### src/sv/wgm_pkg.sv
// Package: sizes, character codes, command codes and shared types of the glob matcher.
`default_nettype none

package wgm_pkg;

  localparam int MAX_PATTERN = 32;
  localparam int LEN_W       = $clog2(MAX_PATTERN + 1);
  localparam int CHAR_W      = 8;

  localparam logic [CHAR_W-1:0] STAR_CODE  = 8'd42;
  localparam logic [CHAR_W-1:0] QUERY_CODE = 8'd63;

  localparam logic CMD_PATTERN = 1'b0;
  localparam logic CMD_NAME    = 1'b1;

  typedef enum logic {
    ST_RUN,
    ST_FINISH
  } state_e;

  // Shared control for every position cell.
  typedef struct packed {
    logic seed;  // live set is only position zero this cycle
    logic step;  // take the advanced set into the active bits
  } cell_ctl_t;

endpackage

`default_nettype wire

### src/sv/wgm_cell.sv
// Pattern position cell: one stored character, one live bit, closure and advance links.
`default_nettype none

module wgm_cell
  import wgm_pkg::*;
(
  input  wire logic              clk_i,
  input  wire logic              rst_ni,
  input  wire cell_ctl_t         ctl_i,
  input  wire logic              first_i,   // position zero
  input  wire logic              wr_en_i,
  input  wire logic              in_pat_i,  // position lies inside the loaded pattern
  input  wire logic [CHAR_W-1:0] char_i,
  input  wire logic              cl_i,      // star closure from the left neighbor
  input  wire logic              adv_i,     // advance from the left neighbor
  output logic                   cl_o,
  output logic                   adv_o,
  output logic                   closed_o
);

  logic [CHAR_W-1:0] chr_q, chr_d;
  logic              act_q, act_d;
  logic              act_eff, live, is_star, hit;

  always_comb begin
    act_eff  = ctl_i.seed ? first_i : act_q;
    closed_o = act_eff | cl_i;
    live     = closed_o & in_pat_i;
    is_star  = (chr_q == STAR_CODE);
    hit      = (chr_q == QUERY_CODE) || (chr_q == char_i);
    // a live star stays live and opens the next position
    cl_o     = live & is_star;
    adv_o    = live & ~is_star & hit;
    act_d    = ctl_i.step ? (cl_o | adv_i) : act_q;
    chr_d    = wr_en_i ? char_i : chr_q;
  end

  always_ff @(posedge clk_i) begin
    chr_q <= chr_d;
  end

  always_ff @(posedge clk_i or negedge rst_ni) begin
    if (!rst_ni) begin
      act_q <= 1'b0;
    end else begin
      act_q <= act_d;
    end
  end

endmodule

`default_nettype wire

### src/sv/wildcard_glob_matcher_unit.sv
// Top level: glob matcher, a row of pattern position cells with a small sequencer.
// Pattern and non-final name beats: one per cycle. Final name beat: followed by a closure
// state that re-runs star closure along the row to read the end position; input stalls
// then, and longer while an earlier result beat is still held by the receiver.
// Result beat is registered out of the closure state once the result slot is free.
// Reset: empty pattern, no result pending, live set is only position zero.
`default_nettype none

module wildcard_glob_matcher_unit
  import wgm_pkg::*;
(
  input  wire logic              clk_i,
  input  wire logic              rst_ni,
  // item channel
  input  wire logic              in_valid_i,
  output logic                   in_stall_o,
  input  wire logic              cmd_i,
  input  wire logic [CHAR_W-1:0] char_code_i,
  input  wire logic              last_i,
  // result channel
  output logic                   out_valid_o,
  input  wire logic              out_stall_i,
  output logic                   matched_o,
  output logic                   pattern_overflow_o
);

  // --------------------------------------------------------------------------
  // State
  // --------------------------------------------------------------------------
  state_e           state_q, state_d;
  logic [LEN_W-1:0] len_q, len_d;          // characters in the stored pattern
  logic             too_long_q, too_long_d; // pattern was truncated
  logic             restart_q, restart_d;   // next pattern beat opens a new pattern
  logic             seed_q, seed_d;         // live set is only position zero
  logic             act_end_q, act_end_d;   // live bit of the end position

  logic             out_valid_q, out_valid_d;
  logic             matched_q, matched_d;
  logic             ovf_q, ovf_d;

  // --------------------------------------------------------------------------
  // Cell row wiring
  // --------------------------------------------------------------------------
  cell_ctl_t              ctl;
  logic [MAX_PATTERN-1:0] cl, adv, wr_en, in_pat;
  logic [MAX_PATTERN:0]   closed;           // closed live set, end position on top
  logic                   in_fire, out_free;
  logic [LEN_W-1:0]       wr_idx;
  logic                   wr_ok;

  // input is held off only while the end position is read out
  assign in_stall_o = (state_q == ST_FINISH);
  assign in_fire    = in_valid_i & ~in_stall_o;
  assign out_free   = ~out_valid_q | ~out_stall_i;

  // name beat: closure then advance, all cells at once
  assign ctl = '{seed: seed_q, step: in_fire & (cmd_i == CMD_NAME)};

  // Target slot of a pattern beat: a fresh pattern starts at slot zero.
  assign wr_idx = restart_q ? '0 : len_q;
  assign wr_ok  = (wr_idx < LEN_W'(MAX_PATTERN));

  for (genvar gi = 0; gi < MAX_PATTERN; gi++) begin : g_cell
    logic cl_in, adv_in;

    assign wr_en[gi]  = in_fire & (cmd_i == CMD_PATTERN) & wr_ok & (wr_idx == LEN_W'(gi));
    assign in_pat[gi] = (LEN_W'(gi) < len_q);

    if (gi == 0) begin : g_head
      assign cl_in  = 1'b0;
      assign adv_in = 1'b0;
    end else begin : g_link
      assign cl_in  = cl[gi-1];
      assign adv_in = adv[gi-1];
    end

    wgm_cell u_cell (
      .clk_i    (clk_i),
      .rst_ni   (rst_ni),
      .ctl_i    (ctl),
      .first_i  (gi == 0),
      .wr_en_i  (wr_en[gi]),
      .in_pat_i (in_pat[gi]),
      .char_i   (char_code_i),
      .cl_i     (cl_in),
      .adv_i    (adv_in),
      .cl_o     (cl[gi]),
      .adv_o    (adv[gi]),
      .closed_o (closed[gi])
    );
  end

  // End position: no character, only reached by advance or closure from the last cell.
  assign closed[MAX_PATTERN] = (act_end_q & ~seed_q) | cl[MAX_PATTERN-1];

  // --------------------------------------------------------------------------
  // Sequencer: next state and outputs
  // --------------------------------------------------------------------------
  always_comb begin
    state_d     = state_q;
    len_d       = len_q;
    too_long_d  = too_long_q;
    restart_d   = restart_q;
    seed_d      = seed_q;
    act_end_d   = act_end_q;
    matched_d   = matched_q;
    ovf_d       = ovf_q;
    out_valid_d = out_valid_q & out_stall_i;

    case (state_q)
      ST_RUN: begin
        if (in_fire) begin
          if (cmd_i == CMD_PATTERN) begin
            if (restart_q) begin
              too_long_d = 1'b0;
            end
            if (wr_ok) begin
              len_d = wr_idx + LEN_W'(1);
            end else begin
              len_d      = wr_idx;
              too_long_d = 1'b1;
            end
            restart_d = last_i;
            seed_d    = 1'b1;   // any name in progress is dropped
          end else begin
            // cells step on this edge; end position takes the last cell's advance
            seed_d    = 1'b0;
            act_end_d = adv[MAX_PATTERN-1];
            if (last_i) begin
              state_d = ST_FINISH;
            end
          end
        end
      end
      ST_FINISH: begin
        // closure of the final set settles along the row; read the end slot
        if (out_free) begin
          out_valid_d = 1'b1;
          matched_d   = closed[len_q];
          ovf_d       = too_long_q;
          seed_d      = 1'b1;
          state_d     = ST_RUN;
        end
      end
      default: begin
        state_d = ST_RUN;
      end
    endcase
  end

  always_ff @(posedge clk_i or negedge rst_ni) begin
    if (!rst_ni) begin
      state_q     <= ST_RUN;
      len_q       <= '0;
      too_long_q  <= 1'b0;
      restart_q   <= 1'b1;
      seed_q      <= 1'b1;
      act_end_q   <= 1'b0;
      out_valid_q <= 1'b0;
    end else begin
      state_q     <= state_d;
      len_q       <= len_d;
      too_long_q  <= too_long_d;
      restart_q   <= restart_d;
      seed_q      <= seed_d;
      act_end_q   <= act_end_d;
      out_valid_q <= out_valid_d;
    end
  end

  // Result payload, no reset needed.
  always_ff @(posedge clk_i) begin
    matched_q <= matched_d;
    ovf_q     <= ovf_d;
  end

  assign out_valid_o        = out_valid_q;
  assign matched_o          = matched_q;
  assign pattern_overflow_o = ovf_q;

endmodule

`default_nettype wire

### config.mk
export PLATFORM = sky130hd
export DESIGN_NAME = wildcard_glob_matcher_unit
export DESIGN_NICKNAME = d
export VERILOG_FILES = /design/src/sv/wgm_pkg.sv /design/src/sv/wgm_cell.sv /design/src/sv/wildcard_glob_matcher_unit.sv
export SDC_FILE = /design/constraint.sdc
export NUM_CORES = 1
export LEC_CHECK = 0
export BUFFER_PORTS_ARGS = -buffer_cell sky130_fd_sc_hd__buf_4
export CAP_MARGIN = 20
export CORE_AREA = 4 4 196 198
export DETAILED_ROUTE_END_ITERATION = 16
export DIE_AREA = 0 0 200 202
export PLACE_DENSITY = 0.64
export SLEW_MARGIN = 10
export SYNTH_ARGS = -nofsm -noshare
export SYNTH_HDL_FRONTEND = slang
export SYNTH_SLANG_ARGS = --single-unit
### constraint.sdc
create_clock -name clk_i -period 3.4 [get_ports clk_i]
set_input_delay 0.17 -clock clk_i [delete_from_list [all_inputs] [get_ports clk_i]]
set_output_delay 0.17 -clock clk_i [all_outputs]
set_load 0.05 [all_outputs]
==> run_results.csv, run 1 <==
group,metric,value,unit
run_status,status,"finished, violations left",
run_status,violations,"negative setup slack",
timing,fin_hold_ws,74.6,ps
clock_tree,cts_num_sinks,302,
layout,layout_commonest_cell,"buf_4",
timing,post-route-min-period,3790,ps
detailed_routing,drt_iter0_drc,1139,
floorplanning,rows,70,
setup_path,cpMostUsedCell,"buf_4",
layout,final_cell_mix,"buf_4, edfxtp_1, xnor2_1",
synth,yosysUniqueCellTypes,82,
timing,hold_violations,0,
worst_hold_path,whs_endpoint,"g_cell[14].u_cell.chr_q[6]$_DFFE_PP_",
worst_hold_path,hold_start,"char_code_i[6]",
pwr,powerDensity,466,nW/um^2
global_routing,gr-total-overflow,0,
timing,fmax,264,MHz
timing,fin_worst_skew,16.2,ps
synth,synth-edff-count,258,
pwr,p_total,9.51,mW
placement,dp_hpwl,32.4,mm
setup_path,critical_path.top_delay_family,"compound AO/OA/AOI/OAI gates",
detailed_routing,antenna_left,0,
layout,drive_gt1_frac,0.235,
floorplanning,boundaryPins,18,
setup_path,end_kind,"register",
synth,netlist_area,16200,um^2
detailed_routing,vias,12900,
timing,slew_headroom,0.313,
global_routing,grt_pass1_wl,72.4,mm
synth,yosysWarningCount,0,
flow_run,max-cap-violations,0,
detailed_routing,firstDrtPassIters,5,
setup_path,rr_endpoint,"matched_o$_DFFE_PP_",
global_routing,grt_max_degree,45,
setup_path,crit_path_start_kind,"register",
placement,port_buffers,17,
setup_path,path_class,"register to register",
detailed_routing,vias_per_cell,5.77,
setup_path,rrSetupSlack,-390,ps
setup_path,critPathBufInv,3,
layout,final_util,0.559,
worst_hold_path,hp-class,"primary input to register",
clock_tree,clk_pin_slew_worst_paths,60,ps
detailed_routing,drcViolationCount,0,
synth,synthesis.nets,1494,
layout,antenna_cells,0,
synth,synth_ff_type,"edfxtp_1",
clock_tree,cts_inserted_buffers,35,
global_routing,grt_util_all_layers,0.227,
floorplanning,die_x,200,um
setup_path,slowest_delay,510,ps
worst_hold_path,hold_path_depth,1,
placement,gp_congestion,0.967,
floorplanning,die_y,202,um
timing,rsz0062_at_grt,"yes",
clock_tree,cts_root_buf,"clkbuf_16",
setup_path,cp.arrival,4040,ps
detailed_routing,drt-wirelength-per-cell,20.5,um
placement,place_inst,2147,
setup_path,path_cells,"buf_4 > or2_2 > a21o_1 > nor3b_1 > buf_4 > a21oi_1 > nand3_4 > a21oi_4 > o41ai_2 > buf_4 > a221oi_1 > o31a_1 > o311ai_1 > or4_1",
clock_tree,clk_latency,520,ps
setup_path,path_max_fanout,9,
synth,synthArstFlopShare,0.146,
synth,syn_inst,1476,
clock_tree,htree_levels,2,
floorplanning,fp.coreArea,36500,um^2
timing,fin_crit_sh,1.12,
timing,setup-violations-final,16,
timing,drv_slew,0,
setup_path,reg2regPathDepth,14,
placement,post-place-ws,-499,ps
setup_path,r2r_start,"len_q[1]$_DFFE_PN0P_",
clock_tree,cts_tree,"yes",
global_routing,grt_pass1_vias,12900,
synth,ys_seq_area_frac,0.545,
floorplanning,initial_core_util,0.445,
timing,fin_ws,-392,ps
global_routing,antenna_found_initial,0,
floorplanning,die-area,40400,um^2
synth,ys_ff_latch,302,
setup_path,cpMaxStageDelayCell,"or4_1",
synth,synth_area_per_cell,11.0,um^2
timing,worst_pin_slew,1030,ps
setup_path,critical_path_required,3650,ps
pwr,leakage,7.03,nW
pwr,max-vdd-ir-drop,0.304,mV
layout,final_nets,1752,
layout,areaGrowthSynthToFinish,25.6,%
clock_tree,cts_buffer_depth,3,
layout,final_cells,2228,
detailed_routing,wl,45.7,mm
-- worst max path at each step --
stage	from	to	slack, ps	cells after the start
final	len_q[1]$_DFFE_PN0P_	matched_o$_DFFE_PP_	-390	14
after global routing	g_cell[12].u_cell.chr_q[7]$_DFFE_PP_	matched_o$_DFFE_PP_	-460	11
after CTS	g_cell[5].u_cell.chr_q[7]$_DFFE_PP_	matched_o$_DFFE_PP_	-330	12
after detailed placement	len_q[1]$_DFFE_PN0P_	matched_o$_DFFE_PP_	-500	14
after global placement	len_q[1]$_DFFE_PN0P_	matched_o$_DFFE_PP_	-520	14
after floorplan	g_cell[5].u_cell.chr_q[7]$_DFFE_PP_	matched_o$_DFFE_PP_	-10	11
-- registers in the layout, indices dropped and copies added (netlist names) --
name / flops
act_end_q: 1
pattern_overflow_o: 1
len_q: 6
g_cell.u_cell.act_q: 32
too_long_q: 1
matched_o: 1
out_valid_o: 1
seed_q: 1
in_stall_o: 1
g_cell.u_cell.chr_q: 256
restart_q: 1
-- worst register-to-register path: stages, from the launching register on --
cell and delay, ps:
dfrtp_1 400, buf_4 180, or2_2 330, a21o_1 210
nor3b_1 150, buf_4 150, a21oi_1 210, nand3_4 160
a21oi_4 240, o41ai_2 80, buf_4 150, a221oi_1 430
o31a_1 190, o311ai_1 100, or4_1 510
-- report_power, final --
part	leakage [nW]	switching, mW	total (mW)	internal [mW]
logic	3.55	0.936	1.55	0.618
registers	2.90	0.0690	4.17	4.11
clock network	0.577	1.49	3.78	2.29
-- cell type report --
cell class,instances,area (um^2)
flip-flops and latches,302,8850
clock inverters,18,180
inverters,19,71.3
fillers,3029,16100
repair buffers,287,2310
multi-input cells,1089,7420
well taps,468,586
clock buffers,45,986
-- logic make-up (layout without fill, tap and decap cells) --
logic type / count (synthesis) / count (layout) / synth area share
AO/OA/AOI/OAI: 279 / 279 / 0.118
XOR/XNOR: 256 / 256 / 0.138
adder cells (fa/ha/maj): 4 / 4 / 0.00308
buffers and inverters: 85 / 369 / 0.0198
flip-flops: 302 / 302 / 0.545
multiplexers: 2 / 2 / 0.00139
AND/OR/NAND/NOR: 548 / 548 / 0.175
-- Yosys cell counts, types with 30 or more instances --
library cell,count,area share
o21ai_0,59,0.018
nor2_1,146,0.034
a21oi_1,60,0.018
dfrtp_1,42,0.065
nand2_1,109,0.025
xnor2_1,184,0.099
edfxtp_1,258,0.48
clkbuf_1,41,0.0095
xor2_1,72,0.039
nor3_1,43,0.013
nand4_1,63,0.024
nand3_1,30,0.0092
-- stage by stage --
stage	instance area [um^2]	TNS [ps]
after floorplan	16300	-10.4
after global placement	18700	-1760
after global routing	20400	-4410
after detailed placement	18700	-2480
after CTS	20200	-2500
final	20400	-2590
-- layer usage --
layer / routed length [um] / vias to the layer above / GRT usage
li1: - / 6046 / -
met1: 20900 / 6294 / 0.332
met2: 20900 / 435 / 0.353
met3: 2840 / 82 / 0.0357
met4: 1140 / 0 / 0.0631
met5: 0 / - / 0
-- what timing repair did --
item / 4_1_cts / 5_1_grt
endpoints found under the hold margin: 45 / 0
resized for setup: 51 / 30
buffers inserted: 13 / 6
endpoints found under the setup margin: 16 / 18
pin swaps: 22 / 18
hold buffers: 3 / 0
Power figures use the tool's default switching activity.
==> inputs of run 2 (changes only) <==
--- a/config.mk
+++ b/config.mk
@@ -10,7 +10,8 @@
 export CORE_AREA = 4 4 196 198
 export DETAILED_ROUTE_END_ITERATION = 16
 export DIE_AREA = 0 0 200 202
-export PLACE_DENSITY = 0.64
+export GPL_ROUTABILITY_DRIVEN = 1
+export PLACE_DENSITY = 0.61
 export SLEW_MARGIN = 10
 export SYNTH_ARGS = -nofsm -noshare
 export SYNTH_HDL_FRONTEND = slang
==> constraint.sdc (replaced) <==
create_clock -name clk_i -period 4.1 [get_ports clk_i]
set_input_delay 0.205 -clock clk_i [delete_from_list [all_inputs] [get_ports clk_i]]
set_output_delay 0.205 -clock clk_i [all_outputs]
set_load 0.05 [all_outputs]
==> run_results.csv, run 2 (synthesized netlist as in run 1, its figures left out) <==
group,metric,value,unit
clock_tree,cts_inserted_buffers,36,
pwr,leakage,5.92,nW
pwr,max-vdd-ir-drop,0.286,mV
worst_hold_path,hp-class,"primary input to register",
global_routing,grt_util_all_layers,0.206,
layout,final_util,0.505,
placement,gp_congestion,0.935,
floorplanning,die_y,202,um
setup_path,path_cells,"buf_4 > or4_1 > nand3_1 > o32a_1 > or4_4 > nand3_4 > buf_4 > a21oi_2 > buf_4 > o21ai_0 > o21ai_0 > a31o_2 > a41oi_2 > or4_1",
floorplanning,fp.coreArea,36500,um^2
timing,fin_crit_sh,0.975,
detailed_routing,firstDrtPassIters,5,
clock_tree,clk_pin_slew_worst_paths,60,ps
detailed_routing,vias_per_cell,5.87,
global_routing,antenna_found_initial,1,
setup_path,cpMostUsedCell,"buf_4",
placement,port_buffers,17,
setup_path,path_max_fanout,4,
global_routing,gr-total-overflow,0,
timing,tns,0,ps
layout,largest_register_ffs,256,
timing,drv_slew,0,
global_routing,grt_max_degree,45,
detailed_routing,drt_iter0_drc,1006,
clock_tree,clk_latency,520,ps
global_routing,grt_pass1_wl,65.9,mm
timing,fin_hold_ws,161,ps
detailed_routing,antenna_left,0,
floorplanning,rows,70,
detailed_routing,wl,41.9,mm
timing,rsz0062_at_grt,"yes",
clock_tree,cts_num_sinks,302,
run_status,status,"complete, no violations",
detailed_routing,drt-wirelength-per-cell,20.7,um
floorplanning,boundaryPins,18,
floorplanning,die-area,40400,um^2
clock_tree,cts_root_buf,"clkbuf_16",
layout,drive_gt1_frac,0.109,
setup_path,slowest_delay,640,ps
floorplanning,die_x,200,um
worst_hold_path,hold_path_depth,1,
setup_path,cpMaxStageDelayCell,"or4_1",
detailed_routing,vias,11900,
timing,slew_headroom,0.442,
clock_tree,cts_tree,"yes",
pwr,powerDensity,406,nW/um^2
detailed_routing,drcViolationCount,0,
layout,reg_top3,"g_cell.u_cell.chr_q (256), g_cell.u_cell.act_q (32), len_q (6)",
timing,fmax,250,MHz
setup_path,crit_path_start_kind,"register",
layout,areaGrowthSynthToFinish,13.4,%
clock_tree,postCtsSetupBuffers,0,
timing,hold_violations,0,
layout,layout_commonest_cell,"edfxtp_1",
timing,post-route-min-period,4000,ps
timing,worst_pin_slew,834,ps
global_routing,grt_pass1_vias,11600,
flow_run,max-cap-violations,0,
setup_path,end_kind,"register",
setup_path,cp.arrival,4250,ps
layout,final_nets,1547,
setup_path,critical_path_required,4350,ps
setup_path,path_class,"register to register",
clock_tree,htree_levels,2,
placement,dp_hpwl,29.0,mm
timing,setup-violations-final,0,
layout,antenna_cells,0,
layout,final_cell_mix,"edfxtp_1, xnor2_1, nor2_1",
timing,fin_worst_skew,20.1,ps
layout,top_register,"g_cell.u_cell.chr_q",
layout,n_fill_cell,3207,
setup_path,reg2regPathDepth,14,
floorplanning,initial_core_util,0.445,
clock_tree,cts_buffer_depth,3,
## run 2: through the flow
step | std cells | cell area, um^2 | setup WS, ps | power, mW
global placement | 1956 | 17200 | 99.3 | 4.59
floorplan | 1476 | 16200 | 421 | 4.14
global route | 2023 | 18400 | -20.6 | 7.77
detailed placement | 1956 | 17200 | 53.6 | 4.59
finish | 2023 | 18400 | 102 | 7.49
CTS | 2023 | 18300 | 10.4 | 7.53
## run 2: layout make-up
class | instances | area, um^2 | area share
clock buffers | 43 | 958 | 0.0520
clock inverters | 21 | 130 | 0.00706
well taps | 468 | 586 | 0.0318
inverters | 19 | 71.3 | 0.00387
multi-input cells | 1089 | 7170 | 0.389
flip-flops and latches | 302 | 8850 | 0.480
repair buffers | 81 | 666 | 0.0361
## run 2: worst max-delay path, delay by kind of cell (launching register included)
kind | cells | cell delay, ps
AO/OA/AOI/OAI | 6 | 1190
buffers and inverters | 3 | 520
flip-flops | 1 | 400
AND/OR/NAND/NOR | 5 | 1610
## run 2: repair_timing
action,CTS,global route
resized for setup,0,16
hold buffers,3,0
hold endpoints to repair,45,0
endpoints found under the setup margin,0,8
## run 2: path summary, 6_finish.rpt
path / startpoint / endpoint / slack (ps)
worst max-delay path: len_q[5]$_DFFE_PN0P_ / matched_o$_DFFE_PP_ / 100
max in group asynchronous: rst_ni / len_q[3]$_DFFE_PN0P_ / 3330
worst min register to register: too_long_q$_DFFE_PN0P_ / pattern_overflow_o$_DFFE_PP_ / 460
min in group asynchronous: rst_ni / g_cell[28].u_cell.act_q$_DFFE_PN0P_ / 300
worst min-delay path: char_code_i[1] / g_cell[10].u_cell.chr_q[1]$_DFFE_PP_ / 160
worst max register to register: len_q[5]$_DFFE_PN0P_ / matched_o$_DFFE_PP_ / 100
## run 2: per-layer routing
| metal | vias to the layer above | share of wire | track usage |
|---|---|---|---|
| met5 | - | 0 | 0 |
| met4 | 0 | 0.026 | 0.0602 |
| met1 | 5843 | 0.46 | 0.301 |
| met2 | 356 | 0.45 | 0.317 |
| met3 | 71 | 0.059 | 0.0333 |
| li1 | 5611 | - | - |
## run 2: power breakdown
part,total (mW),switching (mW),leakage [nW],internal [mW]
clock network,2.93,1.21,0.531,1.73
registers,3.46,0.0589,2.90,3.41
logic,1.09,0.717,2.49,0.374
